File: src/rtl/core/cfct_pkg.sv
// Shared constants, status codes and compare-result type for the chunk coverage tracker.
`timescale 1ns / 1ps
`default_nettype none

package cfct_pkg;

  localparam int MAX_RANGES_DEF = 16;
  localparam int SIZE_BITS_DEF  = 24;
  localparam int CHUNK_RESET    = 1024;

  localparam int STATUS_W    = 2;
  localparam int OUT_TOTAL_W = 5;

  localparam logic [STATUS_W-1:0] STAT_OK    = 2'd0;
  localparam logic [STATUS_W-1:0] STAT_RANGE = 2'd1;
  localparam logic [STATUS_W-1:0] STAT_FULL  = 2'd2;

  typedef struct packed {
    logic touch;
    logic b_lt_s;
    logic a_lt_us;
    logic b_gt_ue;
  } cmp_t;

endpackage

`default_nettype wire

File: src/rtl/core/cfct_cmp.sv
// Shared interval compare unit: one stored interval against the fragment and running union.
`timescale 1ns / 1ps
`default_nettype none

module cfct_cmp #(
  parameter int SIZE_BITS = cfct_pkg::SIZE_BITS_DEF
) (
  input  wire logic [SIZE_BITS-1:0] a,
  input  wire logic [SIZE_BITS-1:0] b,
  input  wire logic [SIZE_BITS-1:0] s,
  input  wire logic [SIZE_BITS-1:0] e,
  input  wire logic [SIZE_BITS-1:0] us,
  input  wire logic [SIZE_BITS-1:0] ue,
  output cfct_pkg::cmp_t            res
);

  // Intervals that overlap or merely touch the fragment are merged with it.
  assign res.touch   = (a <= e) && (b >= s);
  assign res.b_lt_s  = (b < s);
  assign res.a_lt_us = (a < us);
  assign res.b_gt_ue = (b > ue);

endmodule

`default_nettype wire

File: src/rtl/core/cfct_mem.sv
// Simple dual-port interval memory with one write port and one registered read port.
`timescale 1ns / 1ps
`default_nettype none

module cfct_mem #(
  parameter int ADDR_BITS = 5,
  parameter int WIDTH     = 48
) (
  input  wire logic                 clk,
  input  wire logic                 we,
  input  wire logic [ADDR_BITS-1:0] waddr,
  input  wire logic [WIDTH-1:0]     wdata,
  input  wire logic [ADDR_BITS-1:0] raddr,
  output logic      [WIDTH-1:0]     rdata
);

  localparam int DEPTH = 1 << ADDR_BITS;

  logic [WIDTH-1:0] mem [DEPTH];

  always_ff @(posedge clk) begin
    if (we) begin
      mem[waddr] <= wdata;
    end
  end

  always_ff @(posedge clk) begin
    rdata <= mem[raddr];
  end

endmodule

`default_nettype wire

File: src/rtl/core/chunk_fragment_coverage_tracker.sv
// A rejected or empty fragment goes straight to the result; a merge takes one scan pass and one
// copy pass over the interval memory, one entry per cycle through its single read port, and a
// full-list rejection takes the scan pass only.
// One fragment is in work at a time; the next beat is taken once the result sits in the output
// register. Synchronous reset empties the list and loads 1024.
`timescale 1ns / 1ps
`default_nettype none

module chunk_fragment_coverage_tracker #(
  parameter int MAX_RANGES = cfct_pkg::MAX_RANGES_DEF,
  parameter int SIZE_BITS  = cfct_pkg::SIZE_BITS_DEF
) (
  input  wire logic                             clk,
  input  wire logic                             rst,
  input  wire logic                             cfg_wr_en,
  input  wire logic [SIZE_BITS-1:0]             cfg_wr_data,
  input  wire logic                             in_valid,
  output logic                                  in_stall,
  input  wire logic                             restart,
  input  wire logic [SIZE_BITS-1:0]             frag_offset,
  input  wire logic [SIZE_BITS-1:0]             frag_length,
  output logic                                  out_valid,
  input  wire logic                             out_stall,
  output logic                                  complete,
  output logic [cfct_pkg::STATUS_W-1:0]         status,
  output logic [cfct_pkg::OUT_TOTAL_W-1:0]      interval_total
);

  localparam int CW    = $clog2(MAX_RANGES + 1);
  localparam int AW    = $clog2(MAX_RANGES);
  localparam int MAW   = AW + 1;
  localparam int OUT_W = cfct_pkg::OUT_TOTAL_W;

  localparam logic [1:0] S_IDLE = 2'd0;
  localparam logic [1:0] S_SCAN = 2'd1;
  localparam logic [1:0] S_COPY = 2'd2;
  localparam logic [1:0] S_FIN  = 2'd3;

  logic [1:0]                  state;
  logic [SIZE_BITS-1:0]        chunk_bytes;
  logic [CW-1:0]               count;
  logic [CW-1:0]               new_count;
  logic [CW-1:0]               idx;
  logic [CW-1:0]               touched;
  logic [CW-1:0]               lead;
  logic                        bank;
  logic                        done_flag;
  logic                        rd_pend;
  logic                        wp_valid;
  logic                        wp_merge;
  logic [AW-1:0]               wp_dst;
  logic [SIZE_BITS-1:0]        s;
  logic [SIZE_BITS-1:0]        e;
  logic [SIZE_BITS-1:0]        us;
  logic [SIZE_BITS-1:0]        ue;
  logic [SIZE_BITS-1:0]        head_start;
  logic [SIZE_BITS-1:0]        head_end;
  logic [cfct_pkg::STATUS_W-1:0] stat;

  logic                        in_accept;
  logic [SIZE_BITS:0]          frag_end;
  logic                        range_bad;
  logic                        scan_issue;
  logic                        scan_end;
  logic                        copy_issue;
  logic                        copy_end;
  logic                        copy_merge;
  logic [CW-1:0]               copy_src;
  logic                        out_free;
  logic                        done_new;
  logic                        list_full;
  logic [MAW-1:0]              mem_raddr;
  logic [MAW-1:0]              mem_waddr;
  logic [2*SIZE_BITS-1:0]      mem_wdata;
  logic [2*SIZE_BITS-1:0]      mem_rdata;
  logic [SIZE_BITS-1:0]        rd_a;
  logic [SIZE_BITS-1:0]        rd_b;
  logic [CW+OUT_W-1:0]         count_wide;
  cfct_pkg::cmp_t              cmp;

  assign in_stall  = (state != S_IDLE);
  assign in_accept = in_valid && !in_stall;

  assign frag_end  = {1'b0, frag_offset} + {1'b0, frag_length};
  assign range_bad = (frag_end > {1'b0, chunk_bytes});

  assign scan_issue = (state == S_SCAN) && (idx < count);
  assign scan_end   = (state == S_SCAN) && !scan_issue && !rd_pend;
  assign copy_issue = (state == S_COPY) && (idx < new_count);
  assign copy_end   = (state == S_COPY) && !copy_issue && !wp_valid;
  assign copy_merge = (idx == lead);
  // Entries after the merged slot come from past the run of touched entries.
  assign copy_src   = (idx < lead) ? idx : (idx + touched - CW'(1));
  assign list_full  = (touched == '0) && (count == CW'(MAX_RANGES));

  assign mem_raddr = (state == S_SCAN) ? {bank, idx[AW-1:0]} : {bank, copy_src[AW-1:0]};
  assign mem_waddr = {~bank, wp_dst};
  assign mem_wdata = wp_merge ? {us, ue} : mem_rdata;
  assign rd_a      = mem_rdata[2*SIZE_BITS-1:SIZE_BITS];
  assign rd_b      = mem_rdata[SIZE_BITS-1:0];

  assign out_free = !out_valid || !out_stall;
  assign done_new = done_flag || ((count != '0) && (head_start == '0) &&
                    (head_end == chunk_bytes) && (chunk_bytes != '0));
  assign count_wide = {{OUT_W{1'b0}}, count};

  cfct_cmp #(
    .SIZE_BITS(SIZE_BITS)
  ) u_cmp (
    .a   (rd_a),
    .b   (rd_b),
    .s   (s),
    .e   (e),
    .us  (us),
    .ue  (ue),
    .res (cmp)
  );

  cfct_mem #(
    .ADDR_BITS(MAW),
    .WIDTH    (2 * SIZE_BITS)
  ) u_mem (
    .clk   (clk),
    .we    (wp_valid),
    .waddr (mem_waddr),
    .wdata (mem_wdata),
    .raddr (mem_raddr),
    .rdata (mem_rdata)
  );

  always_ff @(posedge clk) begin
    if (rst) begin
      chunk_bytes <= SIZE_BITS'(cfct_pkg::CHUNK_RESET);
    end else if (cfg_wr_en) begin
      chunk_bytes <= cfg_wr_data;
    end
  end

  // Sequencer and control state.
  always_ff @(posedge clk) begin
    if (rst) begin
      state     <= S_IDLE;
      count     <= '0;
      done_flag <= 1'b0;
      bank      <= 1'b0;
      rd_pend   <= 1'b0;
      wp_valid  <= 1'b0;
      out_valid <= 1'b0;
    end else begin
      rd_pend  <= scan_issue;
      wp_valid <= copy_issue;
      if (out_valid && !out_stall) begin
        out_valid <= 1'b0;
      end
      case (state)
        S_IDLE: begin
          if (in_accept) begin
            if (restart) begin
              count     <= '0;
              done_flag <= 1'b0;
            end
            if (range_bad || (frag_length == '0)) begin
              state <= S_FIN;
            end else begin
              state <= S_SCAN;
            end
          end
        end
        S_SCAN: begin
          if (scan_end) begin
            state <= list_full ? S_FIN : S_COPY;
          end
        end
        S_COPY: begin
          if (copy_end) begin
            bank  <= ~bank;
            count <= new_count;
            state <= S_FIN;
          end
        end
        S_FIN: begin
          if (out_free) begin
            done_flag <= done_new;
            out_valid <= 1'b1;
            state     <= S_IDLE;
          end
        end
        default: begin
          state <= S_IDLE;
        end
      endcase
    end
  end

  // Datapath registers.
  always_ff @(posedge clk) begin
    if (wp_valid && (wp_dst == '0)) begin
      head_start <= mem_wdata[2*SIZE_BITS-1:SIZE_BITS];
      head_end   <= mem_wdata[SIZE_BITS-1:0];
    end
    wp_merge <= copy_merge;
    wp_dst   <= idx[AW-1:0];
    case (state)
      S_IDLE: begin
        s       <= frag_offset;
        e       <= frag_end[SIZE_BITS-1:0];
        us      <= frag_offset;
        ue      <= frag_end[SIZE_BITS-1:0];
        touched <= '0;
        lead    <= '0;
        idx     <= '0;
        stat    <= range_bad ? cfct_pkg::STAT_RANGE : cfct_pkg::STAT_OK;
      end
      S_SCAN: begin
        if (scan_issue) begin
          idx <= idx + CW'(1);
        end
        if (rd_pend) begin
          if (cmp.touch) begin
            touched <= touched + CW'(1);
            if (cmp.a_lt_us) begin
              us <= rd_a;
            end
            if (cmp.b_gt_ue) begin
              ue <= rd_b;
            end
          end
          if (cmp.b_lt_s) begin
            lead <= lead + CW'(1);
          end
        end
        if (scan_end) begin
          idx       <= '0;
          new_count <= count + CW'(1) - touched;
          if (list_full) begin
            stat <= cfct_pkg::STAT_FULL;
          end
        end
      end
      S_COPY: begin
        if (copy_issue) begin
          idx <= idx + CW'(1);
        end
      end
      S_FIN: begin
        if (out_free) begin
          complete       <= done_new;
          status         <= stat;
          interval_total <= count_wide[OUT_W-1:0];
        end
      end
      default: begin
        idx <= '0;
      end
    endcase
  end

endmodule

`default_nettype wire

File: config.mk
export PLATFORM = sky130hd
export DESIGN_NAME = chunk_fragment_coverage_tracker
export DESIGN_NICKNAME = d
export VERILOG_FILES = /design/src/rtl/core/cfct_pkg.sv /design/src/rtl/core/cfct_cmp.sv /design/src/rtl/core/cfct_mem.sv /design/src/rtl/core/chunk_fragment_coverage_tracker.sv
export SDC_FILE = /design/constraint.sdc
export NUM_CORES = 2
export LEC_CHECK = 0
export BUFFER_PORTS_ARGS = -buffer_cell sky130_fd_sc_hd__buf_2
export CORE_MARGIN = 4
export CORE_UTILIZATION = 32
export CTS_CLUSTER_SIZE = 40
export DETAILED_ROUTE_END_ITERATION = 8
export PLACE_DENSITY = 0.49
export RECOVER_POWER = 25
export SETUP_SLACK_MARGIN = 0.15
export SLEW_MARGIN = 20
export SYNTH_ARGS = -nofsm -noshare
export SYNTH_HDL_FRONTEND = slang
export SYNTH_SLANG_ARGS = --single-unit
File: constraint.sdc
create_clock -name clk -period 15.9 [get_ports clk]
set_input_delay 0.795 -clock clk [delete_from_list [all_inputs] [get_ports clk]]
set_output_delay 0.795 -clock clk [all_outputs]
set_load 0.005 [all_outputs]
==> flow_summary.yaml <==
placement:
  port-buffer-count: 87
  hpwl_um: 127000
  placed_cells: 8411
  gp_congestion: 0.834
  dp_slack_ns: 9.95
synthesis:
  synth_fp_nets: 5757
  synth_edf_count: 1710
  synthAdderAreaFrac_pct: 3.06
  syn_inst: 5501
  synthArstFlopShare_pct: 0
  synth.most_common_cell: "edfxtp_1"
  yosysTopAreaCell: "edfxtp_1"
  ys_seq_area_share_pct: 72.4
  syn_area_per_cell_sq_um: 13.3
  yosys-top-cells-count: "1710 x edfxtp_1, 1410 x nand2_1, 506 x nand3_1"
  synth_area_leaders: "edfxtp_1 70%, nand2_1 7.2%, nand3_1 3.4%, ha_1 3.0%, dfxtp_1 2.4%"
  netlist_area_sq_mm: 0.0734
  synth_xor_area_share_pct: 0.751
  ys.flop_type: "edfxtp_1"
  synthSimpleGateAreaFrac_pct: 14.4
  synth_mux_area_share_pct: 2.91
  synth_top_area_share_pct: 69.9
  synth.ff_latch_count: 1799
  ys_types: 74
  synth_top_family_by_area: "simple AND/OR/NAND/NOR gates"
  synth_compound_area_share_pct: 4.01
  yosys_warnings: 0
pwr:
  p_per_area_mw_per_mm2: 222
  pwr-share-comb_pct: 41.2
  switching_share_pct: 41.9
  ir_worst_vdd_mv: 0.253
  p_seq_share_pct: 36.2
  finalPower_mw: 18.5
  pwr-share-clk_pct: 22.6
  leakagePower_nw: 28.0
  switchingPower_mw: 7.75
  internal-power_mw: 10.8
detailed_routing:
  dr.max_layer_used: "met4"
  vias: 46400
  routed-wl-met2_um: 110000
  first_pass_iters: 5
  wl_met3_um: 14700
  drtIter0Drc: 4577
  drtAntennaViolNets: 0
  drt_wl_total_um: 233000
  viasPerCell: 5.30
  met1Wirelength_um: 102000
  drc: 0
  routedWlPerCell_um: 26.6
global_routing:
  grt_max_degree: 153
  overflow: 0
  antenna_found_initial: 11
  grt_pass1_wl_um: 332000
  grt_pass1_vias: 44900
  grtUsageTotal_pct: 19.2
timing:
  rsz0062_at_grt: "no"
  setup_tns_ns: 0
  period_needed_ns: 7.74
  finalCritPeriodShare_pct: 48.7
  finClkSkew_ns: 0.0254
  tightestPinTransition_ns: 4.23
  hold_viol: 0
  fin_ws_ns: 8.16
  timing.hold.ws_ns: 0.212
  drv_slew: 215
  finalSetupViolCount: 0
  fmax_ghz: 0.129
  relSlewSlack_pct: -185
layout:
  final_nets: 5843
  syn2layout_area_growth_pct: 13.6
  drive_above_1_share_pct: 9.03
  stdcell_count: 8758
  fillers: 21700
floorplanning:
  die_area_sq_mm: 0.237
  die_h_um: 487
  num_rows: 175
  ios: 88
  start_util_pct: 32.2
  die_w_um: 487
  core_area_sq_mm: 0.228
clocking:
  root_buffer: "clkbuf_16"
  clk_pin_slew_ns: 0.06
  ctsResizeCount: 0
  clock_path_buffers: 3
  hold_buffers: 0
  h-tree-depth: 4
  worst_skew_pair.late_latency_ns: 0.82
  cts_tree: "built"
  cts_sinks: 1799
  cts_buffers: 183
  post_cts_buffers: 0
worst_setup_path:
  end_kind: "register"
  critPathLaunchType: "register"
  cp_cell_sequence: "inv_1 > ha_1 > clkbuf_1 > inv_1 > buf_4 > nand2_1 > o22a_1 > and3_4 > buf_4 > buf_4 > buf_4 > nand2_1 > a32oi_1 > nand4_1 > nand4_1"
  crit_fanout: 86
  cp_data_arrival_time_ns: 8.48
  cpPeakStageDelay_ns: 1.97
  path_common_cell: "buf_4"
  cp_slowest_cell: "clkbuf_1"
  cp_data_required_time_ns: 16.64
  crit_type: "reg2reg"
min_path:
  worstHoldPathType: "in2reg"
outcome:
  failed_checks: "capacitance limit, slew limit"
  status: "finished with violations"
flow_run:
  maxCapViolations: 5
-- metal layers --
metal / global-route usage [%] / up-vias
li1: - / 20500
met1: 26.6 / 24000
met2: 31.6 / 1629
met3: 2.79 / 303
met4: 5.22 / 0
met5: 0 / -
-- registers in the layout, indices dropped and copies added (netlist names), 2 cells and up --
signal and flops:
u_mem.mem 1536, u_mem.rdata 48, chunk_bytes 24, e 24
head_end 24, head_start 24, s 24, ue 24
us 24, count 5, idx 5, interval_total 5
lead 5, new_count 5, touched 5, wp_dst 4
stat 2, state 2, status 2
-- area by class of cell --
cell class,instances,area [sq um],area share [%]
timing repair buffer,196,1360,1.63
antenna,4,10.0,0.0120
sequential,1799,53100,63.7
inverter,162,608,0.729
clock inverter,80,639,0.767
multi-input combinational,3245,18800,22.5
tap,3009,3760,4.52
clock buffer,263,5110,6.13
-- power by group through the flow --
stage               registers, mW  clock network (mW)  logic, mW
floorplan                    6.55                   0       5.11
global placement             6.77                   0       7.62
detailed placement           6.77                   0       7.68
CTS                          6.67                4.27       7.70
global route                 6.72                4.47       8.41
finish                       6.70                4.19       7.64
-- layout by cell type, fill, tap and decap left out, types with 10 or more instances in the layout --
cell	count
a32oi_1	94
mux2i_1	121
clkinv_2	20
xor2_1	10
ha_1	175
o21ai_0	45
xnor2_1	53
a31oi_1	100
nand4_1	269
nor3_1	13
clkbuf_16	189
and3_1	10
nand3_1	505
a21oi_1	53
inv_1	162
nand2_1	1410
nor2_4	27
nor4_1	22
clkbuf_8	10
mux2_1	29
mux2_2	50
a21o_1	34
clkbuf_1	94
o21a_1	16
clkinv_1	33
nor2_1	66
buf_4	93
nor2b_1	13
edfxtp_1	1710
buf_2	62
dfxtp_1	88
-- cell families after synthesis --
group / Yosys count
buf+inv: 457
simple gates: 2386
mux: 203
compound gates: 415
xor+xnor: 63
fa+ha+maj: 178
flops: 1799
-- critical path: cells and delay by family (launching register included) --
family / cells / cell delay, ns
AND/OR/NAND/NOR: 5 / 1.27
buffers and inverters: 7 / 5.22
adder cells (fa/ha/maj): 1 / 0.16
AO/OA/AOI/OAI: 2 / 0.47
flip-flops: 1 / 0.32
-- path summary, 6_finish.rpt --
path                         startpoint                     endpoint  slack [ns]  cells past startpoint
setup / recovery  state[1]$_SDFFE_PP0P_       u_mem.rdata[6]$_DFF_P_        8.16                     15
setup reg to reg  state[1]$_SDFFE_PP0P_       u_mem.rdata[6]$_DFF_P_        8.16                     15
hold / removal           cfg_wr_data[6]  chunk_bytes[6]$_SDFFE_PP0P_        0.21                      3
hold reg to reg   stat[0]$_SDFFCE_PP0P_          status[0]$_DFFE_PP_        0.46                      0
-- per-stage QoR --
step                instance area (sq um)  util [%]
floorplan                           73400         -
global placement                    77600      34.0
detailed placement                  77700      34.1
CTS                                 83500      36.6
global route                        83400      36.6
finish                              83400      36.6
(Power assumes the default switching activity.)
